**src/rtl/charger_fault_shutdown_sequencer_top_assert.svh**
```systemverilog
// Assertion macros shared by the shutdown sequencer modules.
// Each macro expects signals named clk and rst_n in the enclosing module.
`ifndef CHARGER_FAULT_SHUTDOWN_SEQUENCER_TOP_ASSERT_SVH
`define CHARGER_FAULT_SHUTDOWN_SEQUENCER_TOP_ASSERT_SVH

// Same-cycle implication, checked outside reset.
`define CFSS_ASSERT_IMPL(label, ante, cons) \
    label: assert property (@(posedge clk) disable iff (!rst_n) (ante) |-> (cons)) \
        else $error("cfss assertion failed");

// Next-cycle implication, checked outside reset.
`define CFSS_ASSERT_NEXT(label, ante, cons) \
    label: assert property (@(posedge clk) disable iff (!rst_n) (ante) |=> (cons)) \
        else $error("cfss assertion failed");

`endif

```
**src/rtl/cfss_pkg.sv**
```systemverilog
// Types and constants for the charger fault shutdown sequencer.
// No dependencies; used by every module of the block.
package cfss_pkg;

    localparam int unsigned STOP_COUNT_W  = 6;
    localparam int unsigned ERROR_COUNT_W = 3;

    localparam logic [STOP_COUNT_W-1:0]  STOP_COUNT_MAX  = 6'd63;
    localparam logic [ERROR_COUNT_W-1:0] ERROR_COUNT_MAX = 3'd7;

    // Configuration register indexes.
    localparam logic [2:0] CFG_STOP_FRAME_INTERVAL  = 3'd0;
    localparam logic [2:0] CFG_ERROR_FRAME_INTERVAL = 3'd1;
    localparam logic [2:0] CFG_LOW_CURRENT_LEVEL    = 3'd2;
    localparam logic [2:0] CFG_CURRENT_TIMEOUT      = 3'd3;
    localparam logic [2:0] CFG_SAFE_VOLTAGE_LEVEL   = 3'd4;
    localparam logic [2:0] CFG_DRAIN_TIMEOUT        = 3'd5;
    localparam logic [2:0] CFG_CONNECTOR_TIMEOUT    = 3'd6;
    localparam logic [2:0] CFG_ERROR_PENDING        = 3'd7;

    typedef struct packed {
        logic [15:0] stop_frame_interval;
        logic [15:0] error_frame_interval;
        logic [15:0] low_current_level;
        logic [15:0] current_timeout;
        logic [15:0] safe_voltage_level;
        logic [15:0] drain_timeout;
        logic [15:0] connector_timeout;
        logic        error_pending;
    } cfss_cfg_t;

    typedef struct packed {
        logic        start_req;
        logic [31:0] now;
        logic [15:0] module_current;
        logic [15:0] module_voltage;
        logic        connector_present;
        logic [6:0]  fault_flags;
    } cfss_item_t;

    typedef struct packed {
        logic send_stop_frame;
        logic send_error_frame;
        logic bms_power_on;
        logic lock_on;
        logic module_off;
        logic output_open;
        logic charge_ended;
        logic gun_removed;
        logic go_idle;
    } cfss_result_t;

endpackage

```
**src/rtl/cfss_cfg_regs.sv**
```systemverilog
// Configuration register file of the shutdown sequencer.
// Depends on cfss_pkg for the register indexes and the settings struct.
module cfss_cfg_regs (
    input  logic                 clk,
    input  logic                 rst_n,
    input  logic                 cfg_valid,
    output logic                 cfg_ready,
    input  logic [2:0]           cfg_index,
    input  logic [15:0]          cfg_data,
    output cfss_pkg::cfss_cfg_t  cfg
);
    import cfss_pkg::*;

    cfss_cfg_t cfg_reg;

    // Writes are always taken at once.
    assign cfg_ready = 1'b1;
    assign cfg       = cfg_reg;

    always_ff @(posedge clk or negedge rst_n)
    begin
        if (!rst_n)
        begin
            cfg_reg.stop_frame_interval  <= 16'd10;
            cfg_reg.error_frame_interval <= 16'd250;
            cfg_reg.low_current_level    <= 16'd50;
            cfg_reg.current_timeout      <= 16'd120;
            cfg_reg.safe_voltage_level   <= 16'd600;
            cfg_reg.drain_timeout        <= 16'd4000;
            cfg_reg.connector_timeout    <= 16'd100;
            cfg_reg.error_pending        <= 1'b1;
        end
        else if (cfg_valid && cfg_ready)
        begin
            unique case (cfg_index)
                CFG_STOP_FRAME_INTERVAL:  cfg_reg.stop_frame_interval  <= cfg_data;
                CFG_ERROR_FRAME_INTERVAL: cfg_reg.error_frame_interval <= cfg_data;
                CFG_LOW_CURRENT_LEVEL:    cfg_reg.low_current_level    <= cfg_data;
                CFG_CURRENT_TIMEOUT:      cfg_reg.current_timeout      <= cfg_data;
                CFG_SAFE_VOLTAGE_LEVEL:   cfg_reg.safe_voltage_level   <= cfg_data;
                CFG_DRAIN_TIMEOUT:        cfg_reg.drain_timeout        <= cfg_data;
                CFG_CONNECTOR_TIMEOUT:    cfg_reg.connector_timeout    <= cfg_data;
                CFG_ERROR_PENDING:        cfg_reg.error_pending        <= cfg_data[0];
            endcase
        end
    end

endmodule

```
**src/rtl/cfss_pass.sv**
```systemverilog
// Sequencer state registers and the combinational logic of one control pass.
// Depends on cfss_pkg and the assertion macro header.
`include "charger_fault_shutdown_sequencer_top_assert.svh"

module cfss_pass #(
    parameter int unsigned STOP_FRAME_REPEATS  = 50,
    parameter int unsigned ERROR_FRAME_REPEATS = 5
) (
    input  logic                   clk,
    input  logic                   rst_n,
    input  logic                   step,
    input  cfss_pkg::cfss_item_t   item,
    input  cfss_pkg::cfss_cfg_t    cfg,
    output cfss_pkg::cfss_result_t result
);
    import cfss_pkg::*;

    localparam logic [STOP_COUNT_W-1:0]  STOP_LIMIT  = STOP_COUNT_W'(STOP_FRAME_REPEATS);
    localparam logic [ERROR_COUNT_W-1:0] ERROR_LIMIT = ERROR_COUNT_W'(ERROR_FRAME_REPEATS);

    function automatic logic elapsed_over(input logic [31:0] now_tick,
                                          input logic [31:0] stamp,
                                          input logic [15:0] limit);
        logic [31:0] diff;
        diff = now_tick - stamp;
        return diff > {16'd0, limit};
    endfunction

    logic                     stop_active_reg,    stop_active_next;
    logic [31:0]              stop_stamp_reg,     stop_stamp_next;
    logic [STOP_COUNT_W-1:0]  stop_count_reg,     stop_count_next;
    logic                     error_active_reg,   error_active_next;
    logic [31:0]              error_stamp_reg,    error_stamp_next;
    logic [ERROR_COUNT_W-1:0] error_count_reg,    error_count_next;
    logic                     current_active_reg, current_active_next;
    logic [31:0]              current_stamp_reg,  current_stamp_next;
    logic                     drain_active_reg,   drain_active_next;
    logic [31:0]              drain_stamp_reg,    drain_stamp_next;
    logic                     absent_active_reg,  absent_active_next;
    logic [31:0]              absent_stamp_reg,   absent_stamp_next;
    logic                     ended_reg,          ended_next;
    logic                     removed_reg,        removed_next;
    logic                     bms_power_reg,      bms_power_next;
    logic                     lock_reg,           lock_next;

    always_comb
    begin
        stop_active_next    = stop_active_reg;
        stop_stamp_next     = stop_stamp_reg;
        stop_count_next     = stop_count_reg;
        error_active_next   = error_active_reg;
        error_stamp_next    = error_stamp_reg;
        error_count_next    = error_count_reg;
        current_active_next = current_active_reg;
        current_stamp_next  = current_stamp_reg;
        drain_active_next   = drain_active_reg;
        drain_stamp_next    = drain_stamp_reg;
        absent_active_next  = absent_active_reg;
        absent_stamp_next   = absent_stamp_reg;
        ended_next          = ended_reg;
        removed_next        = removed_reg;
        bms_power_next      = bms_power_reg;
        lock_next           = lock_reg;
        result              = '0;

        // Entry actions of a start transaction.
        if (item.start_req)
        begin
            ended_next          = 1'b0;
            removed_next        = 1'b0;
            absent_active_next  = 1'b0;
            absent_stamp_next   = '0;
            bms_power_next      = 1'b1;
            lock_next           = 1'b1;
            result.module_off   = 1'b1;
            stop_count_next     = '0;
            result.send_stop_frame = 1'b1;
            stop_active_next    = 1'b1;
            stop_stamp_next     = item.now;
            error_count_next    = '0;
            result.send_error_frame = 1'b1;
            error_active_next   = 1'b1;
            error_stamp_next    = item.now;
            current_active_next = 1'b1;
            current_stamp_next  = item.now;
            drain_active_next   = 1'b0;
            drain_stamp_next    = '0;
        end

        if (stop_active_next &&
            elapsed_over(item.now, stop_stamp_next, cfg.stop_frame_interval))
        begin
            result.send_stop_frame = 1'b1;
            stop_stamp_next = item.now;
            if (stop_count_next < STOP_COUNT_MAX)
                stop_count_next = stop_count_next + STOP_COUNT_W'(1);
            if (stop_count_next > STOP_LIMIT || stop_count_next == STOP_COUNT_MAX)
                stop_active_next = 1'b0;
        end

        if (error_active_next &&
            elapsed_over(item.now, error_stamp_next, cfg.error_frame_interval))
        begin
            if (cfg.error_pending)
                result.send_error_frame = 1'b1;
            error_stamp_next = item.now;
            if (error_count_next < ERROR_COUNT_MAX)
                error_count_next = error_count_next + ERROR_COUNT_W'(1);
            if (error_count_next > ERROR_LIMIT)
            begin
                bms_power_next    = 1'b0;
                error_active_next = 1'b0;
            end
        end

        if (current_active_next &&
            (item.module_current < cfg.low_current_level ||
             elapsed_over(item.now, current_stamp_next, cfg.current_timeout)))
        begin
            result.output_open  = 1'b1;
            drain_active_next   = 1'b1;
            drain_stamp_next    = item.now;
            current_active_next = 1'b0;
        end

        if (drain_active_next &&
            (item.module_voltage < cfg.safe_voltage_level ||
             elapsed_over(item.now, drain_stamp_next, cfg.drain_timeout)))
        begin
            ended_next        = 1'b1;
            drain_active_next = 1'b0;
        end

        // Go-idle looks at the removal flag from before this pass's connector check.
        if (ended_next && error_count_next > ERROR_LIMIT)
        begin
            lock_next = 1'b0;
            if (removed_next)
                result.go_idle = 1'b1;
        end

        if (!item.connector_present)
        begin
            if (!absent_active_next)
            begin
                absent_active_next = 1'b1;
                absent_stamp_next  = item.now;
            end
        end
        else
        begin
            absent_active_next = 1'b0;
        end

        if (absent_active_next &&
            elapsed_over(item.now, absent_stamp_next, cfg.connector_timeout))
        begin
            result.module_off  = 1'b1;
            result.output_open = 1'b1;
            removed_next       = 1'b1;
            absent_active_next = 1'b0;
        end

        if (item.fault_flags != 7'd0)
        begin
            result.module_off  = 1'b1;
            result.output_open = 1'b1;
        end

        result.bms_power_on = bms_power_next;
        result.lock_on      = lock_next;
        result.charge_ended = ended_next;
        result.gun_removed  = removed_next;
    end

    always_ff @(posedge clk or negedge rst_n)
    begin
        if (!rst_n)
        begin
            stop_active_reg    <= 1'b0;
            stop_stamp_reg     <= '0;
            stop_count_reg     <= '0;
            error_active_reg   <= 1'b0;
            error_stamp_reg    <= '0;
            error_count_reg    <= '0;
            current_active_reg <= 1'b0;
            current_stamp_reg  <= '0;
            drain_active_reg   <= 1'b0;
            drain_stamp_reg    <= '0;
            absent_active_reg  <= 1'b0;
            absent_stamp_reg   <= '0;
            ended_reg          <= 1'b0;
            removed_reg        <= 1'b0;
            bms_power_reg      <= 1'b0;
            lock_reg           <= 1'b0;
        end
        else if (step)
        begin
            stop_active_reg    <= stop_active_next;
            stop_stamp_reg     <= stop_stamp_next;
            stop_count_reg     <= stop_count_next;
            error_active_reg   <= error_active_next;
            error_stamp_reg    <= error_stamp_next;
            error_count_reg    <= error_count_next;
            current_active_reg <= current_active_next;
            current_stamp_reg  <= current_stamp_next;
            drain_active_reg   <= drain_active_next;
            drain_stamp_reg    <= drain_stamp_next;
            absent_active_reg  <= absent_active_next;
            absent_stamp_reg   <= absent_stamp_next;
            ended_reg          <= ended_next;
            removed_reg        <= removed_next;
            bms_power_reg      <= bms_power_next;
            lock_reg           <= lock_next;
        end
    end

    // The current watch hands over to the drain watch; both are never armed together.
    `CFSS_ASSERT_IMPL(a_current_drain_exclusive, 1'b1,
                      !(current_active_reg && drain_active_reg))
    // Resends stop as soon as their counts pass the repeat limits.
    `CFSS_ASSERT_IMPL(a_stop_count_bound, stop_active_reg, stop_count_reg <= STOP_LIMIT)
    `CFSS_ASSERT_IMPL(a_error_count_bound, error_active_reg, error_count_reg <= ERROR_LIMIT)

endmodule

```
**src/rtl/charger_fault_shutdown_sequencer_top.sv**
```systemverilog
// A transaction accepted into the input stage has its result registered and out_valid set
// when it advances to the result register; a stalled output holds it in the input stage.
// Throughput: one transaction per cycle while out_stall is low; the pass logic between the
// input stage and the result register is a handful of 32-bit subtract-and-compare timers
// working in parallel. Reset (rst_n, asynchronous, active low) empties both stages, clears
// all timers and flags and loads the configuration registers with their default values.
//
// Top level of the charger fault shutdown sequencer.
// Depends on cfss_pkg, cfss_cfg_regs, cfss_pass and the assertion macro header.
`include "charger_fault_shutdown_sequencer_top_assert.svh"

module charger_fault_shutdown_sequencer_top #(
    parameter int unsigned STOP_FRAME_REPEATS  = 50,
    parameter int unsigned ERROR_FRAME_REPEATS = 5
) (
    input  logic        clk,
    input  logic        rst_n,

    // Input channel: one transaction is one pass of the control loop.
    input  logic        in_valid,
    output logic        in_stall,
    input  logic        start_req,
    input  logic [31:0] now,
    input  logic [15:0] module_current,
    input  logic [15:0] module_voltage,
    input  logic        connector_present,
    input  logic [6:0]  fault_flags,

    // Output channel: one result transaction for every input transaction.
    output logic        out_valid,
    input  logic        out_stall,
    output logic        send_stop_frame,
    output logic        send_error_frame,
    output logic        bms_power_on,
    output logic        lock_on,
    output logic        module_off,
    output logic        output_open,
    output logic        charge_ended,
    output logic        gun_removed,
    output logic        go_idle,

    // Configuration write channel.
    input  logic        cfg_valid,
    output logic        cfg_ready,
    input  logic [2:0]  cfg_index,
    input  logic [15:0] cfg_data
);
    import cfss_pkg::*;

    cfss_cfg_t    cfg;
    cfss_item_t   item_reg;
    logic         item_valid_reg, item_valid_next;
    cfss_result_t pass_result;
    cfss_result_t result_reg;
    logic         out_valid_reg, out_valid_next;
    logic         in_accept;
    logic         advance;

    // The item in the input stage moves on whenever the result register is free or is
    // being emptied in this cycle. Moving on is also what commits the pass to the state.
    assign advance   = item_valid_reg && (!out_valid_reg || !out_stall);
    assign in_stall  = item_valid_reg && out_valid_reg && out_stall;
    assign in_accept = in_valid && !in_stall;

    assign item_valid_next = in_accept || (item_valid_reg && !advance);
    assign out_valid_next  = advance || (out_valid_reg && out_stall);

    always_ff @(posedge clk or negedge rst_n)
    begin
        if (!rst_n)
        begin
            item_valid_reg <= 1'b0;
            out_valid_reg  <= 1'b0;
        end
        else
        begin
            item_valid_reg <= item_valid_next;
            out_valid_reg  <= out_valid_next;
        end
    end

    // Payload registers carry no reset; their valid bits guard them.
    always_ff @(posedge clk)
    begin
        if (in_accept)
        begin
            item_reg.start_req         <= start_req;
            item_reg.now               <= now;
            item_reg.module_current    <= module_current;
            item_reg.module_voltage    <= module_voltage;
            item_reg.connector_present <= connector_present;
            item_reg.fault_flags       <= fault_flags;
        end
        if (advance)
        begin
            result_reg <= pass_result;
        end
    end

    cfss_cfg_regs u_cfg_regs (
        .clk       (clk),
        .rst_n     (rst_n),
        .cfg_valid (cfg_valid),
        .cfg_ready (cfg_ready),
        .cfg_index (cfg_index),
        .cfg_data  (cfg_data),
        .cfg       (cfg)
    );

    cfss_pass #(
        .STOP_FRAME_REPEATS  (STOP_FRAME_REPEATS),
        .ERROR_FRAME_REPEATS (ERROR_FRAME_REPEATS)
    ) u_pass (
        .clk    (clk),
        .rst_n  (rst_n),
        .step   (advance),
        .item   (item_reg),
        .cfg    (cfg),
        .result (pass_result)
    );

    assign out_valid        = out_valid_reg;
    assign send_stop_frame  = result_reg.send_stop_frame;
    assign send_error_frame = result_reg.send_error_frame;
    assign bms_power_on     = result_reg.bms_power_on;
    assign lock_on          = result_reg.lock_on;
    assign module_off       = result_reg.module_off;
    assign output_open      = result_reg.output_open;
    assign charge_ended     = result_reg.charge_ended;
    assign gun_removed      = result_reg.gun_removed;
    assign go_idle          = result_reg.go_idle;

    // A stall is only raised while the input stage holds a transaction.
    `CFSS_ASSERT_IMPL(a_stall_needs_item, in_stall, item_valid_reg)
    // A transaction held in the input stage is not dropped while the output is blocked.
    `CFSS_ASSERT_NEXT(a_item_kept, item_valid_reg && !advance, item_valid_reg)
    // Every pass committed to the state produces a result in the next cycle.
    `CFSS_ASSERT_NEXT(a_result_follows, advance, out_valid_reg)

endmodule
```
**config.mk**
```make
export PLATFORM = sky130hd
export DESIGN_NAME = charger_fault_shutdown_sequencer_top
export DESIGN_NICKNAME = d
export VERILOG_FILES = /design/src/rtl/cfss_pkg.sv /design/src/rtl/cfss_cfg_regs.sv /design/src/rtl/cfss_pass.sv /design/src/rtl/charger_fault_shutdown_sequencer_top.sv
export VERILOG_INCLUDE_DIRS = /design/src /design/src/rtl
export SDC_FILE = /design/constraint.sdc
export NUM_CORES = 1
export LEC_CHECK = 0
export ABC_AREA = 1
export BUFFER_PORTS_ARGS = -buffer_cell sky130_fd_sc_hd__clkbuf_2
export CAP_MARGIN = 20
export CELL_PAD_IN_SITES_DETAIL_PLACEMENT = 0
export CELL_PAD_IN_SITES_GLOBAL_PLACEMENT = 1
export CORE_MARGIN = 2
export CORE_UTILIZATION = 24
export CTS_BUF_LIST = sky130_fd_sc_hd__clkbuf_8
export CTS_CLUSTER_SIZE = 12
export DETAILED_ROUTE_END_ITERATION = 12
export GPL_TIMING_DRIVEN = 0
export PLACE_DENSITY_LB_ADDON = 0.1
export SYNTH_ARGS = -nofsm -noshare
export SYNTH_HDL_FRONTEND = slang
export SYNTH_SLANG_ARGS = --single-unit
```
**constraint.sdc**
```tcl
create_clock -name clk -period 8.6 [get_ports clk]
set_input_delay 2.15 -clock clk [delete_from_list [all_inputs] [get_ports clk]]
set_output_delay 2.15 -clock clk [all_outputs]
set_load 0.005 [all_outputs]
```
==> impl_metrics.env <==
export IMPL_synth_ff_type="dfrtp_1"
export IMPL_rr_endpoint="lock_on"
export IMPL_synth_xor_area_share_pct=3.773
export IMPL_worst_slew_pin_transition_ns=1.047
export IMPL_synthesis_area_mm2=0.02786
export IMPL_grt_pass1_wl_um=174300
export IMPL_drv_slew=0
export IMPL_status="finished with violations"
export IMPL_fp_dieArea_mm2=0.1188
export IMPL_crit_family="simple AND/OR/NAND/NOR gates"
export IMPL_drive_gt1_share_pct=16.66
export IMPL_overflow=0
export IMPL_cp_start_kind="register"
export IMPL_htree_num_levels=3
export IMPL_coreArea_mm2=0.1148
export IMPL_worst_path_buf_inv=12
export IMPL_final_core_util_pct=30.11
export IMPL_clock_sinks=375
export IMPL_min_delay_start="item_valid_reg"
export IMPL_synth_area_mux_share_pct=0
export IMPL_drt_iter0_markers=1769
export IMPL_grt_util_all_layers_pct=19.94
export IMPL_syn_nets=4174
export IMPL_finalHoldViolCount=0
export IMPL_synth_top_area_share_pct=23.71
export IMPL_die_w_um=344.7
export IMPL_register_area_mm2=0.009831
export IMPL_yosys_area_share_simple_pct=23.51
export IMPL_io_buffers=107
export IMPL_synth_top_family_by_area="simple AND/OR/NAND/NOR gates"
export IMPL_via_count=26390
export IMPL_grt_max_degree=98
export IMPL_cts_made_buffers=84
export IMPL_viasPerCell=4.621
export IMPL_yosys_warnings=0
export IMPL_nFillCells=12710
export IMPL_crit_arrival_ns=9.43
export IMPL_yosysMostFrequentCell="nand2_1"
export IMPL_hold_class="reg -> reg"
export IMPL_ios=109
export IMPL_max_stage_delay_ns=0.46
export IMPL_synth_compound_area_share_pct=15.79
export IMPL_ys_seq_area_share_pct=35.29
export IMPL_synth_fa_ha_area_share_pct=12.31
export IMPL_critPathSlowestCell="edfxtp_1"
export IMPL_routed_wl_um=119000
export IMPL_grt_pass1_vias=26440
export IMPL_timing_rr_start="item_reg[72]"
export IMPL_cp_max_fo=8
export IMPL_synth_seq_cells=375
export IMPL_synth_area_top_cells="dfrtp_1 24%, nand2_1 13%, ha_1 12%"
export IMPL_largest_reg_flops=113
export IMPL_crit_type="reg -> reg"
export IMPL_p_per_area_mw_per_mm2=241.2
export IMPL_violations="setup timing"
export IMPL_crit_required_ns=9.16
export IMPL_clockBufferDepth=3
export IMPL_cts_tree="yes"
export IMPL_clkLatencyLatePin_ns=0.73
export IMPL_r2r_cells=65
export IMPL_drv_cap=0
export IMPL_setup_viol=5
export IMPL_worst_ir_drop_vdd_v=0.0001066
export IMPL_nets=4493
export IMPL_dpl_hpwl_um=91350
export IMPL_synth_cells=3806
export IMPL_critical_path_depth=65
export IMPL_period_share_pct=103.1
export IMPL_fp_dieH_um=344.7
export IMPL_final_antenna_net_count=0
export IMPL_synth_distinct_cells=60
export IMPL_area_growth_pct=24.08
export IMPL_num_rows=124
export IMPL_max_freq_ghz=0.1128
export IMPL_synth_avg_cell_area_um2=7.320
export IMPL_rsz0062_at_grt="true"
export IMPL_synth_area_leader_cell="dfrtp_1"
export IMPL_multi_input_area_mm2=0.01676
export IMPL_ff2ff_setup_slack_ns=-0.27
export IMPL_antenna_found_initial=14
export IMPL_gp_congestion=0.7981
export IMPL_async_reset_ff_share_pct=78.13
export IMPL_clock_root_buffer="clkbuf_8"
export IMPL_remaining_drc_errors=0
export IMPL_drt_pass1_iter_count=5
export IMPL_wl_per_cell_um=20.84
export IMPL_fin_ws_ns=-0.2683
export IMPL_clk_pin_slew_worst_paths_ns=0.06
export IMPL_power_uw=8338
export IMPL_crit_start="item_reg[72]"
export IMPL_cp_end_kind="register"
export IMPL_cp_common_cell="nand2_4"
export IMPL_floorplan_initialDensity_pct=24.27
export IMPL_leakage_uw=0.01667
export IMPL_slew_headroom_pct=30.21
export IMPL_finalCriticalPeriod_ns=8.868
export IMPL_synth_common_cells="999 x nand2_1, 546 x inv_1, 369 x o21ai_0"
export IMPL_synth_edf_count=82
export IMPL_fin_skew_ns=0.03591
export IMPL_cp_endpoint="lock_on"
[stage by stage]
stage	TNS [ns]	instances	setup WS (ns)	hold WS (ns)	cell area [um2]
floorplan	0	3806	0.1056	0.4409	27860
global placement	-689.18	5425	-8.466	0.4543	30290
detailed placement	-62.07	5433	-7.161	0.4657	30450
CTS	-5.647	5653	-1.046	0.4808	33730
global route	-3.504	5709	-0.6708	0.4984	34560
finish	-1.076	5711	-0.2683	0.4787	34570
[how the worst min path moves through the flow]
stage | to | slack (ns) | depth (start not counted)
2_1_floorplan | u_pass.lock_reg | 0.44 | 2
3_3_place_gp | u_pass.lock_reg | 0.45 | 2
3_5_place_dp | u_pass.error_stamp_reg[8] | 0.47 | 2
4_1_cts | u_pass.error_stamp_reg[13] | 0.48 | 2
5_1_grt | u_pass.error_stamp_reg[2] | 0.50 | 2
6_report | out_valid | 0.48 | 2
[kinds of logic after synthesis]
kind of cell               after synthesis
buffers and inverters                  676
AOI/OAI and AO/OA                      819
other                                    1
xor gates and xnor gates               120
DFF                                    375
and+or+nand+nor                       1544
adders and majority gates              271
[where the power goes]
| part | internal, uW | switching [uW] |
|---|---|---|
| clock network | 1060 | 989 |
| logic | 1420 | 2390 |
| registers | 2220 | 252 |
| total | 4710 | 3630 |
[placed cells by master, fill, tap and decap left out, types with 56 or more instances in the layout]
master    synthesis  final
edfxtp_1         82     82
a21oi_1         333    311
clkbuf_2          0    107
nor2_1          170    159
nand2_1         999    949
inv_1           546    544
nand2_2          34     56
xor2_1           77     62
o21ai_0         369    361
buf_4             4    122
nand3_1         218    206
dfrtp_1         264    264
clkbuf_8          0     95
ha_1            266    242
clkbuf_1         97     80
[worst min-delay path, cell delays in order, from the launching register on]
cell     delay, ns
dfrtp_1       0.34
inv_1         0.05
nand2_1       0.06
[routing by layer]
metal	wire (um)	global-route usage (%)	up-vias
met5	0	0	-
met4	2496	4.771	0
met3	4417	2.193	131
met2	54650	32.32	509
met1	57460	28.27	12600
li1	-	-	13140
[cell type report]
class | count | area share [%]
timing repair buffer | 241 | 4.973
clock buffer | 93 | 3.703
buffer | 112 | 1.784
clock inverter | 64 | 1.024
multi-input combinational | 2755 | 48.50
sequential | 375 | 28.44
antenna | 3 | 0.02172
tap | 1512 | 5.473
inverter | 556 | 6.084
[what timing repair did]
action / 4_1_cts / 5_1_grt
cloned: 0 / 1
buffers inserted: 64 / 61
endpoints found under the setup margin: 61 / 6
pin swaps: 64 / 69
resized for setup: 239 / 121
hold buffers: 0 / 0
(Power assumes the default switching activity.)
